[src/rtl/tra_pkg.sv]
// Shared constants, codes and handshake types of the tile region allocator.
package tra_pkg;

  localparam int TILES_ACROSS = 8;
  localparam int TILES_DOWN   = 8;
  localparam int SLOT_COUNT   = 16;
  localparam int TILE_TOTAL   = TILES_ACROSS * TILES_DOWN;

  localparam int XW = (TILES_ACROSS > 1) ? $clog2(TILES_ACROSS) : 1;
  localparam int YW = (TILES_DOWN > 1) ? $clog2(TILES_DOWN) : 1;
  localparam int SW = (SLOT_COUNT > 1) ? $clog2(SLOT_COUNT) : 1;

  // Divider operand widths: numerator holds pixels + tile - 1.
  localparam int NUM_W = 12;
  localparam int DEN_W = 10;
  // Box compare width, wide enough for tile index plus extent.
  localparam int BOX_W = 13;

  typedef enum logic [2:0] {
    ST_OK        = 3'd0,
    ST_NOT_FOUND = 3'd1,
    ST_ZERO_ID   = 3'd2,
    ST_TOO_LARGE = 3'd3,
    ST_PURGED    = 3'd4
  } status_e;

  typedef enum logic [1:0] {
    KIND_FIND  = 2'd0,
    KIND_ADD   = 2'd1,
    KIND_PURGE = 2'd2,
    KIND_NONE  = 2'd3
  } kind_e;

  localparam logic [1:0] REG_ORIGIN_X    = 2'd0;
  localparam logic [1:0] REG_ORIGIN_Y    = 2'd1;
  localparam logic [1:0] REG_TILE_WIDTH  = 2'd2;
  localparam logic [1:0] REG_TILE_HEIGHT = 2'd3;

  typedef struct packed {
    logic             go;
    logic [NUM_W-1:0] num;
    logic [DEN_W-1:0] den;
  } div_req_t;

  typedef struct packed {
    logic             done;
    logic [NUM_W-1:0] quo;
  } div_rsp_t;

endpackage

[src/rtl/tra_div.sv]
// Shared restoring divider, one quotient bit per cycle.
module tra_div (
  input  logic              clk_i,
  input  logic              rst_ni,
  input  tra_pkg::div_req_t req_i,
  output tra_pkg::div_rsp_t rsp_o
);
  import tra_pkg::*;

  localparam int CW = $clog2(NUM_W + 1);

  logic             busy_q;
  logic             done_q;
  logic [CW-1:0]    cnt_q;
  logic [NUM_W-1:0] quo_q;
  logic [DEN_W-1:0] rem_q;
  logic [DEN_W-1:0] den_q;
  logic [DEN_W:0]   rem_sh;
  logic [DEN_W:0]   rem_sub;
  logic             take;

  assign rem_sh  = {rem_q, quo_q[NUM_W-1]};
  assign take    = (rem_sh >= {1'b0, den_q});
  assign rem_sub = rem_sh - {1'b0, den_q};

  always_ff @(posedge clk_i or negedge rst_ni) begin
    if (!rst_ni) begin
      busy_q <= 1'b0;
      done_q <= 1'b0;
      cnt_q  <= '0;
    end else begin
      // pulse done on the last quotient bit
      done_q <= !req_i.go && busy_q && (cnt_q == CW'(1));
      if (req_i.go) begin
        busy_q <= 1'b1;
        cnt_q  <= CW'(NUM_W);
        quo_q  <= req_i.num;
        rem_q  <= '0;
        den_q  <= req_i.den;
      end else if (busy_q) begin
        // shift in the next dividend bit, subtract when it fits
        rem_q <= take ? rem_sub[DEN_W-1:0] : rem_sh[DEN_W-1:0];
        quo_q <= {quo_q[NUM_W-2:0], take};
        cnt_q <= cnt_q - CW'(1);
        if (cnt_q == CW'(1)) begin
          busy_q <= 1'b0;
        end
      end
    end
  end

  assign rsp_o.done = done_q;
  assign rsp_o.quo  = quo_q;

endmodule

[config.mk]
export PLATFORM = sky130hd
export DESIGN_NAME = tra_div
export DESIGN_NICKNAME = d
export VERILOG_FILES = /design/src/rtl/tra_pkg.sv /design/src/rtl/tra_div.sv
export SDC_FILE = /design/constraint.sdc
export NUM_CORES = 1
export LEC_CHECK = 0
export BUFFER_PORTS_ARGS = -buffer_cell sky130_fd_sc_hd__buf_2
export CORE_MARGIN = 2
export CORE_UTILIZATION = 56
export DETAILED_ROUTE_END_ITERATION = 12
export PLACE_DENSITY = 0.79
export SETUP_SLACK_MARGIN = 0.3
export SYNTH_ARGS = -nofsm -noshare
export SYNTH_HDL_FRONTEND = slang
export SYNTH_SLANG_ARGS = --single-unit
[constraint.sdc]
create_clock -name clk_i -period 2.8 [get_ports clk_i]
set_input_delay 0.42 -clock clk_i [delete_from_list [all_inputs] [get_ports clk_i]]
set_output_delay 0.42 -clock clk_i [all_outputs]
set_load 0.01 [all_outputs]
# == Yosys cells after proc, flatten, opt, wreduce, memory -nomap -nowiden ==
# Cells that the tools add are included.
# Widths: inputs -> output; s select.
# word_totals
ff_bits,38
out_inout_bits,13
# op_classes
n_mux,9
order_cmp,1
n_addsub,2
reduce_logical,6
eq_ne,1
# op_table
cell,n
$mux 12,2
$mux 10,2
$ge 11x10->1,1
$sub 10x10->10,1
$mux 4,2
$eq 4x1->1 const B,1
$reduce_and 2->1,2
$sub 4x1->4 const B,1
$mux 1,3
$logic_and 1x1->1,2
$reduce_bool 2->1,1
$logic_not 1->1,1

# == Logic depth before layout (Yosys ltp) ==
# Gate-level depths: netlist of the first run.
# depth
word_depth,4
ltp_mapped,9
depth_no_buf,9

# == Worst setup path before layout of the first run ==
# OpenSTA, ideal clock, no wires.
# synth_timing
path_type,flip-flop to flip-flop
start,register quo_q[11]
end,"register rem_q[8], data pin"
synth_period_minus_slack_ns,2.175
arrival_ns,1.894
slack_ns,0.625
stages_incl_launch_ff,10
path_cell_list,edfxtp_1 inv_1 ha_1 inv_1 fa_1 a211oi_1 o211ai_1 a21o_1 o211ai_1 a311oi_1
# synth_between
elab_chain_len,3
word_cells_on_any_way,4
# synth_lines
item,line,rtl
from (decl),tra_div.sv:15,logic [NUM_W-1:0] quo_q;
from (signal assigned),tra_div.sv:37,quo_q <= req_i.num;
from (signal assigned),tra_div.sv:43,"quo_q <= {quo_q[NUM_W-2:0], take};"
$sub 10x10->10 or $ge 11x10->1 (tied branches),"tra_div.sv:24, tra_div.sv:23",
$mux 10 (*),tra_div.sv:42,rem_q <= take ? rem_sub[DEN_W-1:0] : rem_sh[DEN_W-1:0];
$mux 10 (*),tra_div.sv:40,end else if (busy_q) begin
to (signal assigned),tra_div.sv:42,
to (decl),tra_div.sv:16,logic [DEN_W-1:0] rem_q;
# Mark *: on every way between the ends. The rest lies on a longest branch, timed or not.
# A chain may end at the register's enable or synchronous reset.

# == Final worst setup path of the first run ==
# layout_timing
start,register rem_q[5]
end,"register rem_q[6], data pin"
# layout_between
elab_chain_len,3
word_cells_on_any_way,4
# layout_lines
item,line
$sub 10x10->10 or $ge 11x10->1 (tied branches),"tra_div.sv:24, tra_div.sv:23"
$mux 10 (*),tra_div.sv:42
$mux 10 (*),tra_div.sv:40
# Marks and branches as above.

==> results.cfg, run 1 <==
[clocking]
cts.htree.levels = 2
numCtsBuffers = 5
clock_path_buffers = 2
clk_pin_slew_ns = 0.07
clkLatencyLatePin_ns = 0.29
cts_hold_buffers = 0
cts_tree = done
root_buffer = clkbuf_8
cts.sinks = 38

[timing]
hold_viol = 0
finalSetupTns_ns = 0
worst_pin_slew_ns = 0.531
slew_headroom_pct = 64.6
report.final.slew_viol_count = 0
holdWs_ns = 0.0678
finalSetupViolCount = 0
grt_setup_unrepaired = no
period_needed_ns = 2.35
fin_worst_skew_ns = 0.00640
post-route-period-util_pct = 83.9
max_freq_mhz = 426

[worst_setup_path]
crit_arrival_ns = 2.44
end_kind = flip-flop
max_stage_delay_ns = 0.45
cp_slowest_cell = ha_1
crit-reg2reg-launch = rem_q[5]
crit_type = reg -> reg
cp_top_family = compound AO/OA/AOI/OAI gates
worstPathMaxFanout = 9
critPathLaunchType = flip-flop
crit_buf_inv = 0
crit_required_ns = 2.90
startpoint = rem_q[5]
crit_chain = ha_1 > nand4_2 > a21oi_4 > o21a_2 > nor3_2 > a2111oi_2

[final_layout]
fin_nets = 279
area_growth_pct = 14.3
drive_above_1_share_pct = 31.4
final_util_pct = 65.7
insertedDiodeCount = 0
final_cell_area_sq_um = 2610

[placed_design]
post_dp_cell_area_sq_um = 2480
io_buffer_count = 37
hpwl_microns = 3130
gp_congestion = 0.860

[outcome]
status = finished clean

[synthesis]
netlist_area_sq_um = 2280
yosysTopAreaCell = edfxtp_1
ys_top_cells_by_area = edfxtp_1 42%, dfrtp_1 6.6%, ha_1 6.6%
synth_seq_cells = 38
syn_area_per_cell_sq_um = 11.4
syn-num-nets = 239
synth.yosys.seq_area_share_pct = 48.7
yosysWarnings = 0
async_flop_share_pct = 15.8
synth_cell_types = 52
synth_flop_cell = edfxtp_1
synth_edf_count = 32
synth_top_area_share_pct = 42.1
netlist_instances = 201

[drt]
drt_iter0_drc = 130
firstDrtPassIters = 4
routed_wl_microns = 4600
drcViolationCount = 0
via_count = 1705
wire_per_inst_microns = 15.7
viasPerCell = 5.84
drtAntennaViolNets = 0

[floorplan]
coreArea_sq_um = 3970
fp.dieW_microns = 67.8
rows = 23
pin_count = 38
start_util_pct = 57.5
dieArea_sq_um = 4600
die_y_microns = 67.8

[grt]
antenna_found_initial = 0
track_usage_pct = 22.5
grt_pass1_vias = 1625
grt_pass1_wl_microns = 7510
grt_max_degree = 27
gr-total-overflow = 0

[run]
max_cap_violations = 0

[power_and_ir_drop]
p_leak_nw = 1.07
ir_drop_mv = 0.413
power.density_nw_per_um2 = 591

[min_path]
hp-class = in -> async
==> Yosys cell counts, types with 2 or more instances <==
| cell type | n |
|---|---|
| or3_1 | 2 |
| o211ai_1 | 5 |
| xnor2_1 | 3 |
| clkbuf_8 | 3 |
| nand4_1 | 2 |
| nor2_1 | 20 |
| a21oi_1 | 10 |
| ha_1 | 12 |
| o21ai_1 | 3 |
| buf_4 | 2 |
| nand3_1 | 11 |
| a21o_1 | 4 |
| dfrtp_1 | 6 |
| o21ai_0 | 5 |
| xor2_1 | 2 |
| nor3b_1 | 2 |
| nand2b_1 | 2 |
| clkbuf_1 | 2 |
| a311oi_1 | 7 |
| inv_1 | 16 |
| nor2b_1 | 3 |
| nand2_1 | 6 |
| mux2_2 | 13 |
| edfxtp_1 | 32 |
==> state kept, by name, summed over array words and instances, names as in the netlist <==
name,flops
den_q,10
quo_q,12
busy_q,1
cnt_q,4
rem_q,10
done_q,1
==> worst reg2reg max path, cell delays in order, from the launching register on <==
cell and delay (ns):
edfxtp_1 0.43, ha_1 0.45, nand4_2 0.25, a21oi_4 0.26, o21a_2 0.31, nor3_2 0.08, a2111oi_2 0.38
==> layout by cell type (no fill, tap or decap), drive strengths merged, types with 3 or more instances in the layout <==
cell / synthesis / routed
nor2: 20 / 20
clkbuf: 6 / 7
nand3: 11 / 11
nor2b: 3 / 3
edfxtp: 32 / 32
o21ai: 9 / 9
a311oi: 8 / 8
buf: 4 / 43
nand4: 3 / 3
inv: 16 / 16
xnor2: 3 / 3
ha: 12 / 12
mux2: 13 / 13
a21o: 5 / 5
a21oi: 11 / 11
dfrtp: 6 / 6
nand2: 6 / 6
o211ai: 5 / 5
==> cell type report <==
cell class / count / area [sq um]
multi-input cells: 137 / 1050
fillers: 314 / 1360
well taps: 50 / 62.6
clock inverters: 1 / 5.00
flip-flops and latches: 38 / 1110
repair buffers: 43 / 230
clock buffers: 7 / 86.3
inverters: 16 / 60.1
==> report_power, final <==
group	switching, mW	internal, mW	total [mW]
Sequential	0.0344	0.682	0.716
Combinational	0.249	0.191	0.441
Clock	0.186	0.199	0.385
Total	0.470	1.07	1.54
==> cells by family (layout without fill, tap and decap cells) <==
logic type / Yosys count / after routing / synth area share [%]
adders and majority gates: 13 / 13 / 7.46
buffers and inverters: 26 / 67 / 6.03
and+or+nand+nor: 57 / 57 / 13.0
xor gates and xnor gates: 5 / 5 / 1.92
DFF: 38 / 38 / 48.7
muxes: 13 / 13 / 6.41
AOI/OAI and AO/OA: 49 / 49 / 16.5
==> worst paths after layout <==
path | to | slack (ns) | depth (start not counted)
max in group asynchronous | cnt_q[2] | 2.43 | 1
min in group clk_i | den_q[6] | 0.30 | 1
worst max register to register | rem_q[6] | 0.45 | 6
worst min-delay path | cnt_q[0] | 0.07 | 1
worst max-delay path | rem_q[6] | 0.45 | 6
worst min register to register | cnt_q[3] | 0.57 | 2
==> per-layer routing <==
layer | vias up | GRT usage (%) | part of all wire, %
li1 | 834 | - | -
met1 | 805 | 32.7 | 48
met5 | - | 0 | 0
met4 | 0 | 8.25 | 1.4
met3 | 7 | 4.93 | 5.2
met2 | 59 | 33.3 | 45
==> through the flow <==
step / setup slack [ns] / cells / power (mW)
floorplan: 0.625 / 201 / 1.04
finish: 0.452 / 292 / 1.54
global route: 0.302 / 292 / 1.63
detailed placement: 0.403 / 282 / 1.15
global placement: 0.461 / 282 / 1.14
CTS: 0.376 / 290 / 1.54
==> repair_timing <==
action / CTS / global route
gates resized for setup: 0 / 5
endpoints found under the setup margin: 0 / 9
setup buffers: 0 / 2
Power figures use the tool's default switching activity.
==> inputs of run 2 (changes only) <==
CORE_UTILIZATION = 51   (was 56)
PLACE_DENSITY = 0.76   (was 0.79)
clock period = 2 ns   (was 2.8 ns; I/O delays follow)
==> results.cfg, run 2 (synthesis results as in run 1) <==
[timing]
max_freq_mhz = 470
post-route-period-util_pct = 106
setup_slack_ns = -0.127
report.final.slew_viol_count = 0
slew_headroom_pct = 66.8
hold_viol = 0
finalSetupViolCount = 10
finalSetupTns_ns = -0.756
worst_pin_slew_ns = 0.498
grt_setup_unrepaired = yes
fin_worst_skew_ns = 0.0115
period_needed_ns = 2.13

[drt]
drt_iter0_drc = 221
viasPerCell = 5.85
wire_per_inst_microns = 18.3
routed_wl_microns = 6220
firstDrtPassIters = 4
via_count = 1996
drcViolationCount = 0
drtAntennaViolNets = 0

[power_and_ir_drop]
p_sw_share_pct = 30.8
power_frac_seq_pct = 37.4
power.density_nw_per_um2 = 845
p_int_mw = 1.88
p_leak_nw = 1.32
combPwrFrac_pct = 37.3
clkPwrFrac_pct = 25.3
switchingPower_mw = 0.836
ir_drop_mv = 0.564

[grt]
gr-total-overflow = 0
grt_pass1_wl_microns = 9570
grt_max_degree = 18
antenna_found_initial = 0
track_usage_pct = 24.8
grt_pass1_vias = 2065

[placed_design]
hpwl_microns = 3810
gp_congestion = 0.822
dp.cells = 320
io_buffer_count = 37

[final_layout]
drive_above_1_share_pct = 49.8
final_cell_mix = 48 x buf_4, 37 x buf_2, 32 x edfxtp_1
regMostFlops = quo_q
layout.cells.non_filler = 341
final_common_cell = buf_4
fin_nets = 326
insertedDiodeCount = 0
area_growth_pct = 40.7
reg.largest.list = quo_q (12), den_q (10), rem_q (10)
largest_reg_flops = 12

[floorplan]
dieArea_sq_um = 5030
die_y_microns = 70.9
rows = 24
start_util_pct = 52.8
coreArea_sq_um = 4320
pin_count = 38
fp.dieW_microns = 70.9

[min_path]
hp-class = in -> reg

[clocking]
cts.htree.levels = 2
numCtsBuffers = 5
clk_pin_slew_ns = 0.08
cts_tree = done
cts.sinks = 38
clock_path_buffers = 2
clkLatencyLatePin_ns = 0.29
root_buffer = clkbuf_8

[worst_setup_path]
crit_type = reg -> reg
crit_required_ns = 2.03
end_kind = flip-flop
critPathLaunchType = flip-flop
worstPathMaxFanout = 3
rrSetupSlack_ns = -0.13
crit_arrival_ns = 2.16

[outcome]
status = finished, violations left
violations = negative setup slack

[run]
max_cap_violations = 0
==> run 2: layout make-up <==
| class | instances | area, sq um |
|---|---|---|
| inverter | 16 | 60.1 |
| timing repair buffer | 88 | 587 |
| tap | 52 | 65.1 |
| fill | 273 | 1110 |
| multi-input combinational | 139 | 1270 |
| clock inverter | 1 | 30.0 |
| sequential | 38 | 1110 |
| clock buffer | 7 | 86.3 |
==> run 2: path summary, 6_finish.rpt <==
| check | startpoint | end | depth (start not counted) |
|---|---|---|---|
| max | rem_q[0] | rem_q[6] | 7 |
| min | req_i[7] | den_q[7] | 1 |
| max reg2reg | rem_q[0] | rem_q[6] | 7 |
| min reg2reg | cnt_q[3] | cnt_q[3] | 2 |
| max in group asynchronous | rst_ni | busy_q | 3 |
| min in group asynchronous | rst_ni | cnt_q[0] | 3 |
==> run 2: what timing repair did <==
item,CTS,global route
cloned,1,1
pin swaps,9,14
endpoints found under the hold margin,6,0
endpoints found under the setup margin,11,11
hold buffers,1,0
gates resized for setup,18,10
setup buffers,6,4
==> run 2: through the flow <==
step	hold WS [ns]	worst slack (ns)	util (%)	area [sq um]	power, mW
after floorplan	0.00441	-0.0230	-	2350	1.51
after global placement	0.270	-0.159	65.1	2820	1.78
after detailed placement	0.278	-0.161	65.1	2820	1.80
after CTS	0.178	-0.0986	72.1	3120	2.61
after global routing	0.174	-0.251	74.2	3210	2.82
final	0.181	-0.127	74.2	3210	2.71
==> run 2: layer usage <==
layer / global-route usage [%] / vias to the layer above / routed length, microns
met5: 0 / - / 0
li1: - / 931 / -
met1: 29.5 / 945 / 2450
met4: 11.3 / 0 / 212
met3: 5.84 / 26 / 426
met2: 42.7 / 94 / 3130
==> run 2: power groups by stage <==
stage / sequential (mW) / clock (mW) / combinational, mW
6_report: 1.02 / 0.685 / 1.01
5_1_grt: 1.02 / 0.723 / 1.08
4_1_cts: 1.01 / 0.692 / 0.913
3_5_place_dp: 1.02 / 0 / 0.784
3_3_place_gp: 1.02 / 0 / 0.760
2_1_floorplan: 1.02 / 0 / 0.488
==> run 2: worst max-delay path: stages (launching register included) <==
cell and delay (ns):
edfxtp_1 0.48, buf_4 0.18, fa_2 0.42, a211oi_4 0.27
or4b_1 0.17, nand4_1 0.13, a21oi_2 0.16, a2111oi_2 0.05
